**src/hsv2rgb_pkg.sv**
```systemverilog
// ----------------------------------------------------------------------------
// HSV to RGB conversion package
// Transfer types, hue sector codes, constants and the small helpers that the
// converter's pipeline shares.
// ----------------------------------------------------------------------------
package hsv2rgb_pkg;

   // Width of a hue sector in degrees and the full-scale channel level.
   localparam int unsigned HUE_SECTOR = 60;
   localparam int unsigned FULL_LEVEL = 255;

   // Hue sector boundaries in degrees.
   localparam logic [8:0] HUE_60  = 9'd60;
   localparam logic [8:0] HUE_120 = 9'd120;
   localparam logic [8:0] HUE_180 = 9'd180;
   localparam logic [8:0] HUE_240 = 9'd240;
   localparam logic [8:0] HUE_300 = 9'd300;
   localparam logic [8:0] HUE_360 = 9'd360;
   localparam logic [8:0] HUE_480 = 9'd480;

   // Reciprocal of sixty: floor(2^16 / 60). The estimate it gives is the
   // true quotient or one below it for every dividend of 14 bits.
   localparam int unsigned RECIP_60    = 1092;
   localparam int unsigned RECIP_SHIFT = 16;

   // Width of the scaled secondary level before the division by sixty.
   localparam int unsigned LEVEL_Q_WIDTH = 14;

   // One input transfer: an HSV pixel.
   typedef struct packed {
      logic [8:0] hue_degrees;
      logic [8:0] saturation;
      logic [8:0] brightness;
   } hsv2rgb_req_type;

   // One result transfer: an RGB triple.
   typedef struct packed {
      logic [7:0] red_level;
      logic [7:0] green_level;
      logic [7:0] blue_level;
   } hsv2rgb_rsp_type;

   // Hue sector, which decides where chroma, secondary and zero go.
   typedef enum logic [2:0] {
      SECTOR_RED_YELLOW,
      SECTOR_YELLOW_GREEN,
      SECTOR_GREEN_CYAN,
      SECTOR_CYAN_BLUE,
      SECTOR_BLUE_MAGENTA,
      SECTOR_MAGENTA_RED
   } hsv2rgb_sector_type;

   // Clamp a nine-bit level to the eight-bit channel range.
   function automatic logic [7:0] sat_level(input logic [8:0] level);
      logic [7:0] result;
      if (level[8]) begin
         result = 8'(FULL_LEVEL);
      end else begin
         result = level[7:0];
      end
      return result;
   endfunction

endpackage

```
**src/hsv_to_rgb_converter_unit.sv**
```systemverilog
// ----------------------------------------------------------------------------
// HSV to RGB converter unit
// Six-stage pipeline that turns one HSV pixel into an eight-bit RGB triple.
// ----------------------------------------------------------------------------
// The unit takes one pixel in every clock while req_stall is low and
// returns its RGB triple, one register stage per step: sector decode, the chroma
// product S*V, the secondary product C*k, the scaled channel sums, the
// reciprocal estimate of the division by sixty and its correction with the
// channel assignment. Saturation and value are fractions where
// 2^FRACTION_BITS means 1.0, and larger codes count as 1.0. Each channel is
// floor((channel + m) * 255) of the exact rational result. The pipeline
// holds under a stall and closes bubbles, so a full rate stream loses nothing.
module hsv_to_rgb_converter_unit
   import hsv2rgb_pkg::*;
#(
   parameter int unsigned FRACTION_BITS = 8
) (
   input  logic            clock,
   input  logic            reset,
   input  logic            req_valid,
   output logic            req_stall,
   input  hsv2rgb_req_type req_data,
   output logic            rsp_valid,
   input  logic            rsp_stall,
   output hsv2rgb_rsp_type rsp_data
);

   localparam int unsigned NUM_STAGES = 6;
   // Fraction width including the code for 1.0.
   localparam int unsigned FW  = FRACTION_BITS + 1;
   // Width used to compare a nine-bit code against 1.0.
   localparam int unsigned CW  = (FW > 9) ? FW : 9;
   // Width of S*V and of the offset term, both at most 2^(2*FRACTION_BITS).
   localparam int unsigned SVW = 2 * FRACTION_BITS + 1;
   // Width of C*k; the secondary numerator has its own width NXW.
   localparam int unsigned PW  = SVW + 6;
   localparam int unsigned NXW = 2 * FRACTION_BITS + 6;
   localparam int unsigned QW  = LEVEL_Q_WIDTH;
   localparam int unsigned EW  = QW + 11;
   localparam logic [CW-1:0] ONE = CW'(1) << FRACTION_BITS;

   // Pipeline flow control.
   logic [NUM_STAGES:1] vld_ff;
   logic [NUM_STAGES:1] vld_in;
   logic [NUM_STAGES:0] en;

   // Stage registers.
   logic [FW-1:0]      s1_sat_ff, s1_sat_in;
   logic [FW-1:0]      s1_val_ff, s1_val_in;
   logic [5:0]         s1_k_ff, s1_k_in;
   hsv2rgb_sector_type s1_sector_ff, s1_sector_in;

   logic [SVW-1:0]     s2_sv_ff, s2_sv_in;
   logic [FW-1:0]      s2_val_ff;
   logic [5:0]         s2_k_ff;
   hsv2rgb_sector_type s2_sector_ff;

   logic [PW-1:0]      s3_prod_ff, s3_prod_in;
   logic [SVW-1:0]     s3_mpart_ff, s3_mpart_in;
   logic [FW-1:0]      s3_val_ff;
   hsv2rgb_sector_type s3_sector_ff;

   logic [QW-1:0]      s4_q_ff, s4_q_in;
   logic [7:0]         s4_c_ff, s4_c_in;
   logic [7:0]         s4_z_ff, s4_z_in;
   hsv2rgb_sector_type s4_sector_ff;

   logic [8:0]         s5_est_ff, s5_est_in;
   logic [QW-1:0]      s5_q_ff;
   logic [7:0]         s5_c_ff;
   logic [7:0]         s5_z_ff;
   hsv2rgb_sector_type s5_sector_ff;

   hsv2rgb_rsp_type    rsp_data_ff, rsp_data_in;

   // A stage loads when it is empty or the stage after it moves on.
   always_comb begin
      en[NUM_STAGES] = !vld_ff[NUM_STAGES] || !rsp_stall;
      for (int i = NUM_STAGES - 1; i >= 0; i--) begin
         if (i == 0) begin
            en[i] = en[1];
         end else begin
            en[i] = !vld_ff[i] || en[i+1];
         end
      end
      vld_in[1] = req_valid;
      for (int i = 2; i <= NUM_STAGES; i++) begin
         vld_in[i] = vld_ff[i-1];
      end
   end

   assign req_stall = !en[0];
   assign rsp_valid = vld_ff[NUM_STAGES];
   assign rsp_data  = rsp_data_ff;

   always_ff @(posedge clock) begin
      if (reset) begin
         vld_ff <= '0;
      end else begin
         for (int i = 1; i <= NUM_STAGES; i++) begin
            if (en[i]) begin
               vld_ff[i] <= vld_in[i];
            end
         end
      end
   end

   // Stage one: clamp the fractions to 1.0 and decode the hue sector and the
   // secondary weight k, which is the distance of the hue from the nearest
   // multiple of 120 degrees, folded about 60.
   always_comb begin
      logic [CW-1:0] sat_wide;
      logic [CW-1:0] val_wide;
      logic [8:0]    hue;
      logic [8:0]    rem;
      sat_wide = CW'(req_data.saturation);
      val_wide = CW'(req_data.brightness);
      hue      = req_data.hue_degrees;
      s1_sat_in = (sat_wide > ONE) ? FW'(ONE) : FW'(sat_wide);
      s1_val_in = (val_wide > ONE) ? FW'(ONE) : FW'(val_wide);

      priority if (hue >= HUE_480) begin
         rem = hue - HUE_480;
      end else if (hue >= HUE_360) begin
         rem = hue - HUE_360;
      end else if (hue >= HUE_240) begin
         rem = hue - HUE_240;
      end else if (hue >= HUE_120) begin
         rem = hue - HUE_120;
      end else begin
         rem = hue;
      end

      if (rem >= HUE_60) begin
         s1_k_in = 6'(HUE_120 - rem);
      end else begin
         s1_k_in = rem[5:0];
      end

      // Hue of 300 and above, including codes past 359, take the last sector.
      priority if (hue < HUE_60) begin
         s1_sector_in = SECTOR_RED_YELLOW;
      end else if (hue < HUE_120) begin
         s1_sector_in = SECTOR_YELLOW_GREEN;
      end else if (hue < HUE_180) begin
         s1_sector_in = SECTOR_GREEN_CYAN;
      end else if (hue < HUE_240) begin
         s1_sector_in = SECTOR_CYAN_BLUE;
      end else if (hue < HUE_300) begin
         s1_sector_in = SECTOR_BLUE_MAGENTA;
      end else begin
         s1_sector_in = SECTOR_MAGENTA_RED;
      end
   end

   always_ff @(posedge clock) begin
      if (en[1]) begin
         s1_sat_ff    <= s1_sat_in;
         s1_val_ff    <= s1_val_in;
         s1_k_ff      <= s1_k_in;
         s1_sector_ff <= s1_sector_in;
      end
   end

   // Stage two: chroma scaled by 2^(2*FRACTION_BITS).
   assign s2_sv_in = SVW'(s1_sat_ff) * SVW'(s1_val_ff);

   always_ff @(posedge clock) begin
      if (en[2]) begin
         s2_sv_ff     <= s2_sv_in;
         s2_val_ff    <= s1_val_ff;
         s2_k_ff      <= s1_k_ff;
         s2_sector_ff <= s1_sector_ff;
      end
   end

   // Stage three: secondary product C*k and the offset m, both over the
   // same scale as the chroma.
   assign s3_prod_in  = PW'(s2_sv_ff) * PW'(s2_k_ff);
   assign s3_mpart_in = (SVW'(s2_val_ff) << FRACTION_BITS) - s2_sv_ff;

   always_ff @(posedge clock) begin
      if (en[3]) begin
         s3_prod_ff   <= s3_prod_in;
         s3_mpart_ff  <= s3_mpart_in;
         s3_val_ff    <= s2_val_ff;
         s3_sector_ff <= s2_sector_ff;
      end
   end

   // Stage four: scale the three channel sums by 255. Chroma plus offset
   // reduces to V*255, and offset alone to m*255; both divide by a power of
   // two. The secondary sum still carries a factor of sixty.
   always_comb begin
      logic [NXW-1:0]          nx;
      logic [NXW+7:0]          nx_scaled;
      logic [FW+7:0]           c_scaled;
      logic [SVW+7:0]          z_scaled;
      nx        = NXW'(s3_prod_ff) + NXW'(s3_mpart_ff) * NXW'(HUE_SECTOR);
      nx_scaled = (NXW+8)'(nx) * (NXW+8)'(FULL_LEVEL);
      c_scaled  = (FW+8)'(s3_val_ff) * (FW+8)'(FULL_LEVEL);
      z_scaled  = (SVW+8)'(s3_mpart_ff) * (SVW+8)'(FULL_LEVEL);
      s4_q_in   = nx_scaled[2*FRACTION_BITS+QW-1:2*FRACTION_BITS];
      s4_c_in   = sat_level(c_scaled[FRACTION_BITS+8:FRACTION_BITS]);
      s4_z_in   = sat_level(z_scaled[2*FRACTION_BITS+8:2*FRACTION_BITS]);
   end

   always_ff @(posedge clock) begin
      if (en[4]) begin
         s4_q_ff      <= s4_q_in;
         s4_c_ff      <= s4_c_in;
         s4_z_ff      <= s4_z_in;
         s4_sector_ff <= s3_sector_ff;
      end
   end

   // Stage five: quotient estimate of the division by sixty.
   always_comb begin
      logic [EW-1:0] est_wide;
      est_wide  = EW'(s4_q_ff) * EW'(RECIP_60);
      s5_est_in = est_wide[RECIP_SHIFT+8:RECIP_SHIFT];
   end

   always_ff @(posedge clock) begin
      if (en[5]) begin
         s5_est_ff    <= s5_est_in;
         s5_q_ff      <= s4_q_ff;
         s5_c_ff      <= s4_c_ff;
         s5_z_ff      <= s4_z_ff;
         s5_sector_ff <= s4_sector_ff;
      end
   end

   // Stage six: correct the estimate by one where the remainder reaches
   // sixty, then route chroma, secondary and zero levels by sector.
   always_comb begin
      logic [QW-1:0] rem;
      logic [8:0]    x_full;
      logic [7:0]    x_lvl;
      rem = s5_q_ff - QW'(s5_est_ff) * QW'(HUE_SECTOR);
      if (rem >= QW'(HUE_SECTOR)) begin
         x_full = s5_est_ff + 9'd1;
      end else begin
         x_full = s5_est_ff;
      end
      x_lvl = sat_level(x_full);

      unique case (s5_sector_ff)
         SECTOR_RED_YELLOW: begin
            rsp_data_in = '{red_level: s5_c_ff, green_level: x_lvl, blue_level: s5_z_ff};
         end
         SECTOR_YELLOW_GREEN: begin
            rsp_data_in = '{red_level: x_lvl, green_level: s5_c_ff, blue_level: s5_z_ff};
         end
         SECTOR_GREEN_CYAN: begin
            rsp_data_in = '{red_level: s5_z_ff, green_level: s5_c_ff, blue_level: x_lvl};
         end
         SECTOR_CYAN_BLUE: begin
            rsp_data_in = '{red_level: s5_z_ff, green_level: x_lvl, blue_level: s5_c_ff};
         end
         SECTOR_BLUE_MAGENTA: begin
            rsp_data_in = '{red_level: x_lvl, green_level: s5_z_ff, blue_level: s5_c_ff};
         end
         default: begin
            rsp_data_in = '{red_level: s5_c_ff, green_level: s5_z_ff, blue_level: x_lvl};
         end
      endcase
   end

   always_ff @(posedge clock) begin
      if (en[6]) begin
         rsp_data_ff <= rsp_data_in;
      end
   end

endmodule
```
**config.mk**
```make
export PLATFORM = sky130hd
export DESIGN_NAME = hsv_to_rgb_converter_unit
export DESIGN_NICKNAME = d
export VERILOG_FILES = /design/src/hsv2rgb_pkg.sv /design/src/hsv_to_rgb_converter_unit.sv
export SDC_FILE = /design/constraint.sdc
export NUM_CORES = 1
export LEC_CHECK = 0
export ABC_AREA = 1
export ABC_CLOCK_PERIOD_IN_PS = 8600
export BUFFER_PORTS_ARGS = -buffer_cell sky130_fd_sc_hd__buf_2
export CORE_UTILIZATION = 40
export DETAILED_ROUTE_END_ITERATION = 10
export PLACE_DENSITY = 0.66
export SYNTH_ARGS = -nofsm -noshare
export SYNTH_HDL_FRONTEND = slang
export SYNTH_SLANG_ARGS = --single-unit
```
**constraint.sdc**
```tcl
create_clock -name clock -period 8.6 [get_ports clock]
set_input_delay 0 -clock clock [delete_from_list [all_inputs] [get_ports clock]]
set_output_delay 0 -clock clock [all_outputs]
set_load 0.02 [all_outputs]
```
==> impl_metrics.ini <==
[layout]
final_cell_mix = inv_1, nand2_1, ha_1
fill_cells = 6639
seq_area_sq_um = 6430
antenna_cells = 0
multi_input_area_sq_um = 18400
nets = 3946
final_core_util_pct = 44.4
stdcell_area_sq_um = 30400
drive_gt1_share_pct = 6.68
layout_commonest_cell = inv_1
syn2layout_area_growth_pct = 9.88

[yosys]
synth-seq-area-share_pct = 23.3
yosys_warnings = 0
yosysUniqueCellTypes = 49
synth_simple_gate_area_share_pct = 15.1
synth_top_area_share_pct = 23.6
syn_inst = 3153
synth_mux_area_share_pct = 0
synth_largest_area_cell = fa_1
syn-num-nets = 3852
synth-compound-area-share_pct = 6.46
synth_top_family_by_area = adder cells
synthXorXnorAreaFrac_pct = 5.33
synth.avg_cell_area_sq_um = 8.77
synth_area_leaders = fa_1, edfxtp_1, ha_1, inv_1, nand2_1
synthAdderAreaFrac_pct = 39.1
yosys_register_bits = 216
synth_area_sq_um = 27600

[detailed_routing]
antenna_left = 0
firstDrtPassIters = 7
post_drt_wl_per_cell_um = 13.7
drcViolationCount = 0
routed_wl_mm = 57.0
drt-initial-drc-count = 837
vias_per_cell = 4.78
dr_total_vias = 19829

[clock_network]
cts-root-buf = clkbuf_16
cts_buffers = 24
clkLatencyLatePin_ns = 0.54
cts_max_path_buffers = 3
htreeDepth = 1
clk_pin_slew_ns = 0.06
cts_tree = done
clock_sinks = 216

[global_route]
grt_overflow = 0
grt_pass1_vias = 20095
antenna_found_initial = 0
grt_first_pass_wirelength_mm = 95.9
track_usage_pct = 16.5
grt_max_degree = 54

[place]
routabilityCongestion = 0.881
placed_cell_area_sq_um = 29000
post-dp-hpwl_mm = 46.7
numPortBuffers = 56
pre_cts_slack_ns = -0.0365

[floorplanning]
core_sq_um = 68500
ioPinCount = 57
rows = 96
die_area_sq_um = 70100
die_w_um = 265
die_h_um = 265
initial_core_util_pct = 40.4

[sta]
period_share_pct = 95.4
layout_min_cycle_time_ns = 8.20
worst_slack_ns = 0.398
drv_slew = 0
max_clock_freq_ghz = 0.122
relSlewSlack_pct = 22.6
finClkSkew_ns = 0.0135
worst_slew_pin_slew_ns = 1.16
hold_viol_final = 0
setup_viol = 0

[setup_path]
critPathLaunchType = register
critPathCaptureType = register
endpoint = s4_q_ff[13]
rrSetupSlack_ns = 0.40
crit_path_start = s3_mpart_ff[2]
cp_max_fo = 4
reg2reg_to = s4_q_ff[13]
rr_startpoint = s3_mpart_ff[2]
cp.arrival_ns = 8.48
path_class = register to register
worst-r2r-cell-count = 38
max_stage_delay_ns = 0.64
cpMostUsedCell = nand2_1
cpMaxStageDelayCell = fa_2
crit_required_ns = 8.88

[outcome]
status = finished clean

[run]
drv_cap = 0

[hold_path]
min_path_type = input port to register
registers in the layout, indices dropped and copies added (netlist names), 8 cells and up:
| signal | flops |
|---|---|
| s4_c_ff | 8 |
| s1_val_ff | 9 |
| s2_val_ff | 9 |
| s4_z_ff | 8 |
| s4_q_ff | 14 |
| s5_est_ff | 9 |
| s2_sv_ff | 17 |
| s5_z_ff | 8 |
| s5_c_ff | 8 |
| s3_val_ff | 9 |
| s5_q_ff | 12 |
| s1_sat_ff | 9 |
| s3_mpart_ff | 17 |
| rsp_data | 24 |
| s3_prod_ff | 22 |
worst max-delay path: cells and delay by family (launching register included):
family,cells,cell delay (ns)
AO/OA/AOI/OAI,14,2.13
AND/OR/NAND/NOR,12,1.21
adder cells (fa/ha/maj),9,3.74
buffers and inverters,1,0.06
XOR/XNOR,2,0.27
flip-flops,1,0.49
metal layers:
metal | track usage, % | vias to the layer above | wire length, um
li1 | - | 9997 | -
met1 | 21.8 | 9479 | 26100
met2 | 29.5 | 294 | 28400
met3 | 1.37 | 59 | 1650
met4 | 3.44 | 0 | 841
met5 | 0 | - | 0
Yosys cell counts (all sizes together):
library cell	instances
a221oi	8
o21ai	66
o21a	6
or2	6
clkbuf	40
xnor2	43
nor3	17
o2111ai	3
edfxtp	210
inv	744
a21oi	175
o21bai	14
dfxtp	6
nand3	120
a21boi	3
fa	326
nand3b	7
nor2	140
a21o	19
nor4	1
nand4	24
o22ai	1
buf	5
a31oi	11
and2	1
a31o	1
xor2	115
o211ai	4
clkinv	1
nand2	691
o31ai	3
ha	342
worst min-delay path by stage:
stage / from / to / slack, ns / cells past startpoint
2_1_floorplan: reset / vld_ff[1] / 0.07 / 1
3_3_place_gp: req_data[18] / s1_k_ff[0] / 0.20 / 1
3_5_place_dp: req_data[18] / s1_k_ff[0] / 0.20 / 1
4_1_cts: req_data[24] / s1_sector_ff[0] / 0.03 / 5
5_1_grt: req_data[24] / s1_sector_ff[0] / 0.09 / 5
6_report: req_data[25] / s1_sector_ff[0] / 0.08 / 5
layout make-up:
type	count	share of cell area, %
clock buffers	30	2.12
clock inverters	14	0.577
repair buffers	113	2.55
well taps	882	3.63
flip-flops and latches	216	21.2
multi-input cells	2147	60.8
inverters	745	9.21
stage by stage:
stage	std cells	hold WS [ns]	setup TNS [ns]
floorplan	3153	0.0691	0
global placement	4061	0.196	0
detailed placement	4061	0.195	-0.0365
CTS	4131	0.0333	0
global route	4147	0.0902	-0.0816
finish	4147	0.0762	0
cell families (layout without fill, tap and decap cells):
family / after synthesis / in the layout
adder cells (fa/ha/maj): 668 / 668
buffers and inverters: 790 / 902
AO/OA/AOI/OAI: 314 / 314
flip-flops: 216 / 216
XOR/XNOR: 158 / 158
AND/OR/NAND/NOR: 1007 / 1007
repair_timing:
action	CTS	global route
setup buffers	0	16
pin swaps	0	11
setup endpoints to repair	1	9
resized for setup	3	42
endpoints found under the hold margin	29	0
hold buffers	26	0
Power is not shown: default switching activity piles up to over one toggle a cycle in this logic, so the estimate is an artifact.
